### src/design/transpose_address_generator_3d_core_assert.svh
// Assertion macros for the transpose address generator.
`ifndef TRANSPOSE_ADDRESS_GENERATOR_3D_CORE_ASSERT_SVH
`define TRANSPOSE_ADDRESS_GENERATOR_3D_CORE_ASSERT_SVH

// Same-cycle implication, clocked on clk_i, off during reset.
`define TAG3D_ASSERT_IMP(lbl, ante, cons, msg) \
  lbl: assert property (@(posedge clk_i) disable iff (!rst_ni) (ante) |-> (cons)) \
    else $error(msg);

// Next-cycle implication, clocked on clk_i, off during reset.
`define TAG3D_ASSERT_NXT(lbl, ante, cons, msg) \
  lbl: assert property (@(posedge clk_i) disable iff (!rst_ni) (ante) |=> (cons)) \
    else $error(msg);

`endif

### src/design/tag3d_pkg.sv
// Constants, types and helpers for the transpose address generator.
`default_nettype none

package tag3d_pkg;

  localparam int MaxExtent = 1024;

  // Extent registers hold 0..MaxExtent, positions 0..MaxExtent-1.
  localparam int ExtW    = $clog2(MaxExtent + 1);
  localparam int PosW    = (MaxExtent > 1) ? $clog2(MaxExtent) : 1;
  localparam int StrideW = 2 * ExtW - 1;
  localparam int AxisW   = 2;
  localparam int OffW    = 30;

  localparam int PrW   = PosW + StrideW;
  localparam int SumW  = (PrW + 2 > OffW) ? PrW + 2 : OffW;
  localparam int DmW   = PosW + ExtW + 1;
  localparam int DstW  = (DmW + ExtW + 1 > OffW) ? DmW + ExtW + 1 : OffW;
  localparam int OutW  = ((2 * OffW + 7) / 8) * 8;
  localparam int InW   = 8;
  localparam int CfgIdxW = 3;

  typedef logic [ExtW-1:0]    ext_t;
  typedef logic [PosW-1:0]    pos_t;
  typedef logic [StrideW-1:0] stride_t;
  typedef logic [AxisW-1:0]   axis_t;

  typedef enum logic [CfgIdxW-1:0] {
    RegExtent0     = 3'd0,
    RegExtent1     = 3'd1,
    RegExtent2     = 3'd2,
    RegAxisOuter   = 3'd3,
    RegAxisMiddle  = 3'd4,
    RegAxisInner   = 3'd5
  } cfg_reg_e;

  localparam axis_t AxisOuter  = 2'd0;
  localparam axis_t AxisMiddle = 2'd1;
  localparam axis_t AxisInner  = 2'd2;

  function automatic ext_t clamp_extent(input ext_t v);
    clamp_extent = (v > ext_t'(MaxExtent)) ? ext_t'(MaxExtent) : v;
  endfunction

  // Selector code 3 behaves as the innermost axis.
  function automatic axis_t clamp_axis(input axis_t v);
    clamp_axis = (v > AxisInner) ? AxisInner : v;
  endfunction

endpackage

`default_nettype wire

### src/design/transpose_address_generator_3d_core.sv
// Three-axis transpose address generator: position walk and offset pipeline.
//
//  channel  dir  handshake              payload
//  -------  ---  ---------------------  -----------------------------------------
//  s_axis   in   tvalid/tready          tdata[0] restart
//  m_axis   out  tvalid/tready          tdata source/dest offset, tlast end of pass
//  cfg      in   cfg_we_i (no wait)     cfg_index_i, cfg_wdata_i
//
// One input transfer per cycle, sustained while m_axis takes results. A result
// passes through the stages in order: position walk into stage A, products in
// stage B, the last destination product and the final adds in stage C (the
// output register). Each stage has its own valid bit and loads when it is empty
// or its contents move on, so bubbles are squeezed out; while a result waits on
// m_axis, two more transfers that yield results are still taken before s_axis
// stalls. Reset clears the valid bits, the pass state and the configuration to
// its reset values.
`default_nettype none
`include "transpose_address_generator_3d_core_assert.svh"

module transpose_address_generator_3d_core (
  input  wire logic                           clk_i,
  input  wire logic                           rst_ni,
  // configuration write port
  input  wire logic                           cfg_we_i,
  input  wire logic [tag3d_pkg::CfgIdxW-1:0]  cfg_index_i,
  input  wire logic [tag3d_pkg::ExtW-1:0]     cfg_wdata_i,
  // input stream
  input  wire logic                           s_axis_tvalid_i,
  output logic                                s_axis_tready_o,
  input  wire logic [tag3d_pkg::InW-1:0]      s_axis_tdata_i,   // [0] restart
  // result stream
  output logic                                m_axis_tvalid_o,
  input  wire logic                           m_axis_tready_i,
  output logic [tag3d_pkg::OutW-1:0]          m_axis_tdata_o,   // [29:0] source_offset,
                                                                // [59:30] dest_offset
  output logic                                m_axis_tlast_o    // last
);

  import tag3d_pkg::*;

  // ---------------------------------------------------------------------------
  // Configuration and derived outer stride
  // ---------------------------------------------------------------------------
  ext_t    ext_q [3];
  axis_t   axis_q [3];
  stride_t stride0_q;      // extent_1 * extent_2; the middle stride is extent_2

  ext_t cfg_ext;
  assign cfg_ext = clamp_extent(cfg_wdata_i);

  always_ff @(posedge clk_i or negedge rst_ni) begin
    if (!rst_ni) begin
      ext_q[0]  <= ext_t'(1);
      ext_q[1]  <= ext_t'(1);
      ext_q[2]  <= ext_t'(1);
      axis_q[0] <= AxisOuter;
      axis_q[1] <= AxisMiddle;
      axis_q[2] <= AxisInner;
      stride0_q <= stride_t'(1);
    end else if (cfg_we_i) begin
      unique case (cfg_reg_e'(cfg_index_i))
        RegExtent0: ext_q[0] <= cfg_ext;
        RegExtent1: begin
          ext_q[1]  <= cfg_ext;
          stride0_q <= stride_t'(cfg_ext) * stride_t'(ext_q[2]);
        end
        RegExtent2: begin
          ext_q[2]  <= cfg_ext;
          stride0_q <= stride_t'(ext_q[1]) * stride_t'(cfg_ext);
        end
        RegAxisOuter:  axis_q[0] <= clamp_axis(cfg_wdata_i[AxisW-1:0]);
        RegAxisMiddle: axis_q[1] <= clamp_axis(cfg_wdata_i[AxisW-1:0]);
        RegAxisInner:  axis_q[2] <= clamp_axis(cfg_wdata_i[AxisW-1:0]);
        default: ;   // indexes past the register list are dropped
      endcase
    end
  end

  // Transposed extents and the source stride of each output axis.
  ext_t    te [3];
  stride_t st [3];

  always_comb begin
    for (int k = 0; k < 3; k++) begin
      case (axis_q[k])
        AxisOuter: begin
          te[k] = ext_q[0];
          st[k] = stride0_q;
        end
        AxisMiddle: begin
          te[k] = ext_q[1];
          st[k] = stride_t'(ext_q[2]);
        end
        default: begin
          te[k] = ext_q[2];
          st[k] = stride_t'(1);
        end
      endcase
    end
  end

  // ---------------------------------------------------------------------------
  // Stage handshake
  // ---------------------------------------------------------------------------
  logic va_q, vb_q, vc_q;
  logic rdy_a, rdy_b, rdy_c;
  logic s_fire;

  assign rdy_c = !vc_q || m_axis_tready_i;
  assign rdy_b = !vb_q || rdy_c;
  assign rdy_a = !va_q || rdy_b;

  assign s_axis_tready_o = rdy_a;
  assign s_fire          = s_axis_tvalid_i && rdy_a;

  // ---------------------------------------------------------------------------
  // Position walk (row-major over the transposed extents)
  // ---------------------------------------------------------------------------
  pos_t pos_outer_q, pos_middle_q, pos_inner_q;
  logic pass_active_q;

  pos_t pos_outer_d, pos_middle_d, pos_inner_d;
  logic pass_active_d;
  logic res_valid, res_last;
  logic restart, any_zero;
  ext_t inc_outer, inc_middle, inc_inner;

  assign restart  = s_axis_tdata_i[0];
  assign any_zero = (te[0] == '0) || (te[1] == '0) || (te[2] == '0);

  always_comb begin
    pos_outer_d   = pos_outer_q;
    pos_middle_d  = pos_middle_q;
    pos_inner_d   = pos_inner_q;
    pass_active_d = pass_active_q;
    res_valid     = 1'b0;

    inc_inner  = ext_t'(pos_inner_q) + ext_t'(1);
    inc_middle = ext_t'(pos_middle_q) + ext_t'(1);
    inc_outer  = ext_t'(pos_outer_q) + ext_t'(1);

    if (restart) begin
      pos_outer_d   = '0;
      pos_middle_d  = '0;
      pos_inner_d   = '0;
      pass_active_d = 1'b0;
      res_valid     = !any_zero;
    end else if (pass_active_q) begin
      if (any_zero) begin
        pass_active_d = 1'b0;
      end else begin
        res_valid = 1'b1;
        // counters carry whenever their next value reaches or passes their extent
        if (inc_inner >= te[2]) begin
          pos_inner_d = '0;
          if (inc_middle >= te[1]) begin
            pos_middle_d = '0;
            if (inc_outer >= te[0]) begin
              pos_outer_d   = '0;
              pass_active_d = 1'b0;
              res_valid     = 1'b0;
            end else begin
              pos_outer_d = inc_outer[PosW-1:0];
            end
          end else begin
            pos_middle_d = inc_middle[PosW-1:0];
          end
        end else begin
          pos_inner_d = inc_inner[PosW-1:0];
        end
      end
    end

    res_last = ((ext_t'(pos_outer_d) + ext_t'(1)) >= te[0])
            && ((ext_t'(pos_middle_d) + ext_t'(1)) >= te[1])
            && ((ext_t'(pos_inner_d) + ext_t'(1)) >= te[2]);
    if (res_valid) begin
      pass_active_d = !res_last;
    end
  end

  always_ff @(posedge clk_i or negedge rst_ni) begin
    if (!rst_ni) begin
      pos_outer_q   <= '0;
      pos_middle_q  <= '0;
      pos_inner_q   <= '0;
      pass_active_q <= 1'b0;
    end else if (s_fire) begin
      pos_outer_q   <= pos_outer_d;
      pos_middle_q  <= pos_middle_d;
      pos_inner_q   <= pos_inner_d;
      pass_active_q <= pass_active_d;
    end
  end

  // ---------------------------------------------------------------------------
  // Stage A: position snapshot with the configuration it was taken under
  // ---------------------------------------------------------------------------
  pos_t    a_po_q, a_pm_q, a_pi_q;
  stride_t a_s0_q, a_s1_q, a_s2_q;
  ext_t    a_te1_q, a_te2_q;
  logic    a_last_q;

  always_ff @(posedge clk_i) begin
    if (s_fire && res_valid) begin
      a_po_q   <= pos_outer_d;
      a_pm_q   <= pos_middle_d;
      a_pi_q   <= pos_inner_d;
      a_s0_q   <= st[0];
      a_s1_q   <= st[1];
      a_s2_q   <= st[2];
      a_te1_q  <= te[1];
      a_te2_q  <= te[2];
      a_last_q <= res_last;
    end
  end

  // ---------------------------------------------------------------------------
  // Stage B: stride products and the first half of the destination offset
  // ---------------------------------------------------------------------------
  logic [PrW-1:0] b_p0_q, b_p1_q, b_p2_q;
  logic [DmW-1:0] b_dm_q;
  pos_t           b_pi_q;
  ext_t           b_te2_q;
  logic           b_last_q;

  always_ff @(posedge clk_i) begin
    if (rdy_b && va_q) begin
      b_p0_q   <= PrW'(a_po_q) * PrW'(a_s0_q);
      b_p1_q   <= PrW'(a_pm_q) * PrW'(a_s1_q);
      b_p2_q   <= PrW'(a_pi_q) * PrW'(a_s2_q);
      b_dm_q   <= DmW'(a_po_q) * DmW'(a_te1_q) + DmW'(a_pm_q);
      b_pi_q   <= a_pi_q;
      b_te2_q  <= a_te2_q;
      b_last_q <= a_last_q;
    end
  end

  // ---------------------------------------------------------------------------
  // Stage C: output register
  // ---------------------------------------------------------------------------
  logic [SumW-1:0] src_sum;
  logic [DstW-1:0] dst_sum;
  logic [OffW-1:0] c_src_q, c_dst_q;
  logic            c_last_q;

  assign src_sum = SumW'(b_p0_q) + SumW'(b_p1_q) + SumW'(b_p2_q);
  assign dst_sum = DstW'(b_dm_q) * DstW'(b_te2_q) + DstW'(b_pi_q);

  always_ff @(posedge clk_i) begin
    if (rdy_c && vb_q) begin
      c_src_q  <= src_sum[OffW-1:0];
      c_dst_q  <= dst_sum[OffW-1:0];
      c_last_q <= b_last_q;
    end
  end

  // Valid bits
  always_ff @(posedge clk_i or negedge rst_ni) begin
    if (!rst_ni) begin
      va_q <= 1'b0;
      vb_q <= 1'b0;
      vc_q <= 1'b0;
    end else begin
      if (rdy_a) va_q <= s_fire && res_valid;
      if (rdy_b) vb_q <= va_q;
      if (rdy_c) vc_q <= vb_q;
    end
  end

  assign m_axis_tvalid_o = vc_q;
  assign m_axis_tdata_o  = {{(OutW - 2 * OffW){1'b0}}, c_dst_q, c_src_q};
  assign m_axis_tlast_o  = c_last_q;

  // ---------------------------------------------------------------------------
  // Assertions
  // ---------------------------------------------------------------------------
  `TAG3D_ASSERT_NXT(a_restart_emits, s_fire && restart && !any_zero, va_q,
    "restart over nonempty extents gave no origin result")
  `TAG3D_ASSERT_NXT(a_idle_advance_silent, s_fire && !restart && !pass_active_q, !va_q,
    "advance with no pass running produced a result")
  `TAG3D_ASSERT_NXT(a_last_ends_pass, s_fire && res_valid && res_last, !pass_active_q,
    "pass still running after its last address pair")
  `TAG3D_ASSERT_IMP(a_stall_only_when_full, !s_axis_tready_o, va_q && vb_q && vc_q,
    "input stalled while a pipeline stage is empty")

endmodule

`default_nettype wire
### config.mk
export PLATFORM = sky130hd
export DESIGN_NAME = transpose_address_generator_3d_core
export DESIGN_NICKNAME = d
export VERILOG_FILES = /design/src/design/tag3d_pkg.sv /design/src/design/transpose_address_generator_3d_core.sv
export VERILOG_INCLUDE_DIRS = /design/src /design/src/design
export SDC_FILE = /design/constraint.sdc
export NUM_CORES = 2
export LEC_CHECK = 0
export ABC_AREA = 1
export BUFFER_PORTS_ARGS = -buffer_cell sky130_fd_sc_hd__buf_2
export CORE_MARGIN = 2
export CORE_UTILIZATION = 45
export CTS_CLUSTER_DIAMETER = 120
export CTS_CLUSTER_SIZE = 40
export DETAILED_ROUTE_END_ITERATION = 16
export GPL_TIMING_DRIVEN = 0
export PLACE_DENSITY = 0.58
export SLEW_MARGIN = 30
export SYNTH_ARGS = -nofsm -noshare
export SYNTH_HDL_FRONTEND = slang
export SYNTH_SLANG_ARGS = --single-unit
export TNS_END_PERCENT = 5
### constraint.sdc
create_clock -name clk_i -period 6.25 [get_ports clk_i]
set_input_delay 0 -clock clk_i [delete_from_list [all_inputs] [get_ports clk_i]]
set_output_delay 0 -clock clk_i [all_outputs]
set_load 0.005 [all_outputs]
==> summary.txt <==
CTS Buf Count - 24
Async S/R FF share, synth - 23.2%
Netlist cell types - 59
TNS Setup - 0 ns
Top Layer Used - met5
synth cell count leaders - nand2_1, inv_1, fa_1, ha_1, nor2_1
Hold WC Path Type - input pin to register
Crit Path Class - input pin to register
first-pass GRT wire length - 265000 µm
P&R area growth vs syn - 7.98%
Max Root-Sink Buffers - 3
Worst Hold Path Cells - 4
unrepaired setup endpoints after global routing - true
Final Hold Viols - 0
max-slew violations - 0
vias in the first global route - 46.7k
Chip Height - 365 µm
routability congestion estimate - 0.931
slowest stage delay, CP - 0.54 ns
Tmin final - 6.08 ns
layout cells sized above 1 - 5.29%
DRC - 0
r2r setup slk - 0.23 ns
Worst path most repeated cell - fa_1
Synth Flop Type - edfxtp_1
GRT Resource Usage Total - 25.8%
total die area - 134000 µm²
Synth Instances - 7026
1st-pass router iterations - 7
Met3 Wirelength - 10100 µm
Clock Latency Late Sink - 0.69 ns
Die Width - 365 µm
CTS tree - done
Crit-path slowest cell - fa_1
Max Clock Freq - 165 MHz
syn_area_per_cell - 8.37 µm²
Worst Path Buf+Inv - 5
antenna-violating nets left - 0
total gr overflow - 0
Seq cells post-synth - 405
FF-to-FF End - b_p1_q[28]$_DFFE_PP_
CP Launch Type - input pin
Ys Warns - 0
post-DR vias/cell - 5.14
clk sinks - 405
Final nets - 8644
DP HPWL - 137000 µm
slew at the pin closest to its max-slew limit - 0.827 ns
status - completed
count leader, synth - nand2_1
CTS clock-pin slew for the worst setup and hold paths - 0.15 ns
post-synthesis sequential area ratio - 19.9%
Rel. slew slack - 44.9%
Synth Cell Area - 58800 µm²
fillcell total - 12.7k
Tcrit/Tclk final - 97.2%
Top Family by Delay on Critical Path - adder cells
number of top-level pins - 94
Routed WL - 168000 µm
Worst setup EP type - register
Worst R2R Start - a_pm_q[8]$_DFFE_PP_
Hold Crit Endpoint - ext_q[18]$_DFFE_PN0P_
drt wl/cell - 18.8 µm
Layout Utilization - 49.0%
largest net degree at the start of global routing - 92
DRT met1 WL - 72200 µm
H-tree depth - 1
# diodes - 0
Clock Skew - 0.111 ns
clk root buf - clkbuf_16
metal2 WL - 79600 µm
crit path max fanout - 10
CORE AREA - 130000 µm²
dominant cell type by area after synthesis - fa_1
total number of vias - 45.9k
worst reg-to-reg path cell count - 20
initial DRC count - 3678
final setup fails - 0
Buffers on Ports - 80
largest cells by area after synthesis - fa_1, edfxtp_1, nand2_1
Initial Util - 45.3%
Max-Cap Viols - 0
antenna violations before repair - 3
Post-synth EDFFs - 311
HP Start - cfg_wdata_i[7]
Worst Path Arrival - 6.58 ns
Critical Path RT - 6.75 ns
post-synth top area share - 30.7%
# rows - 132
layout by cell type (no fill, tap or decap), drive strengths merged, types with 5 or more instances in the layout:
master	instances
dfstp	6
dlygate4sd3	32
nor4	9
a21o	17
a31oi	20
o21ai	209
inv	1679
nor3	27
clkinv	20
nand2	1813
nand3	152
xor2	149
o211ai	12
a21boi	11
or2	5
ha	535
o21bai	12
nor2	344
buf	166
a21oi	261
dfrtp	88
xnor2	68
o31ai	12
edfxtp	311
nand4	29
fa	903
o21a	8
o22ai	35
clkbuf	226
per-layer routing:
metal	vias up	global-route usage (%)
met5	-	0
met4	4	8.17
met3	255	3.09
met2	1343	43.3
met1	22900	34.8
li1	21400	-
worst min-delay path, stage by stage:
cell,delay [ns]
buf_2,0.14
nand2_1,0.07
dlygate4sd3_1,0.53
o21ai_0,0.07
registers in the layout, summed over array words and instances (netlist names), 6 cells and up:
name	count
ext_q	33
b_p0_q	30
b_p1_q	30
b_p2_q	30
c_dst_q	30
c_src_q	30
b_dm_q	22
a_s0_q	21
a_s1_q	21
a_s2_q	21
stride0_q	21
a_te1_q	11
a_te2_q	11
b_te2_q	11
a_pi_q	10
a_pm_q	10
a_po_q	10
b_pi_q	10
pos_inner_q	10
pos_middle_q	10
pos_outer_q	10
axis_q	6
cells by family (layout without fill, tap and decap cells):
group / Yosys count / count (layout) / synth area share (%)
AOI/OAI and AO/OA: 617 / 617 / 5.83
adders and majority gates: 1438 / 1438 / 42.1
buffers and inverters: 1959 / 2127 / 12.6
xor gates and xnor gates: 217 / 217 / 3.23
other: 1 / 4 / 0.00638
DFF: 405 / 405 / 19.9
and+or+nand+nor: 2389 / 2389 / 16.3
area by class of cell:
class / instances / area (µm²) / area share, %
plain buffers: 246 / 1100 / 1.73
clock buffers: 26 / 608 / 0.958
clock inverters: 18 / 460 / 0.725
inverters: 1685 / 6360 / 10.0
multi-input cells: 4665 / 39900 / 62.8
flip-flops and latches: 405 / 11700 / 18.4
well taps: 1742 / 2180 / 3.43
repair buffers: 152 / 1230 / 1.93
how the worst max path moves through the flow:
| stage | to | cells past startpoint | slack [ns] | startpoint |
|---|---|---|---|---|
| 6_report | stride0_q[16]$_DFFE_PN0P_ | 26 | 0.17 | cfg_wdata_i[6] |
| 5_1_grt | c_dst_q[29]$_DFFE_PP_ | 20 | -0.07 | b_dm_q[5]$_DFFE_PP_ |
| 4_1_cts | pass_active_q$_DFFE_PN0P_ | 29 | 0.005 | ext_q[21]$_DFFE_PN0P_ |
| 3_5_place_dp | stride0_q[18]$_DFFE_PN0P_ | 31 | -1.41 | cfg_wdata_i[6] |
| 3_3_place_gp | stride0_q[18]$_DFFE_PN0P_ | 31 | -1.41 | cfg_wdata_i[6] |
| 2_1_floorplan | stride0_q[18]$_DFFE_PN0P_ | 30 | 0.73 | cfg_wdata_i[2] |
timing repair:
| item | 4_1_cts | 5_1_grt |
|---|---|---|
| hold endpoints to repair | 152 | 0 |
| hold buffers | 33 | 0 |
| buffers inserted | 9 | 24 |
| gates resized for setup | 63 | 123 |
| endpoints found under the setup margin | 34 | 32 |
stage by stage:
| step | setup WS [ns] | hold WS, ns | instance area [µm²] | instances |
|---|---|---|---|---|
| 2_1_floorplan | 0.726 | -0.296 | 58800 | 7029 |
| 5_1_grt | -0.0729 | 0.134 | 63500 | 8939 |
| 6_report | 0.174 | 0.152 | 63500 | 8939 |
| 4_1_cts | 0.00460 | 0.0796 | 63100 | 8926 |
| 3_3_place_gp | -1.41 | 0.269 | 61400 | 8851 |
| 3_5_place_dp | -1.41 | -0.0851 | 61600 | 8857 |
Power is not shown: default switching activity piles up to over one toggle a cycle in this logic, so the estimate is an artifact.
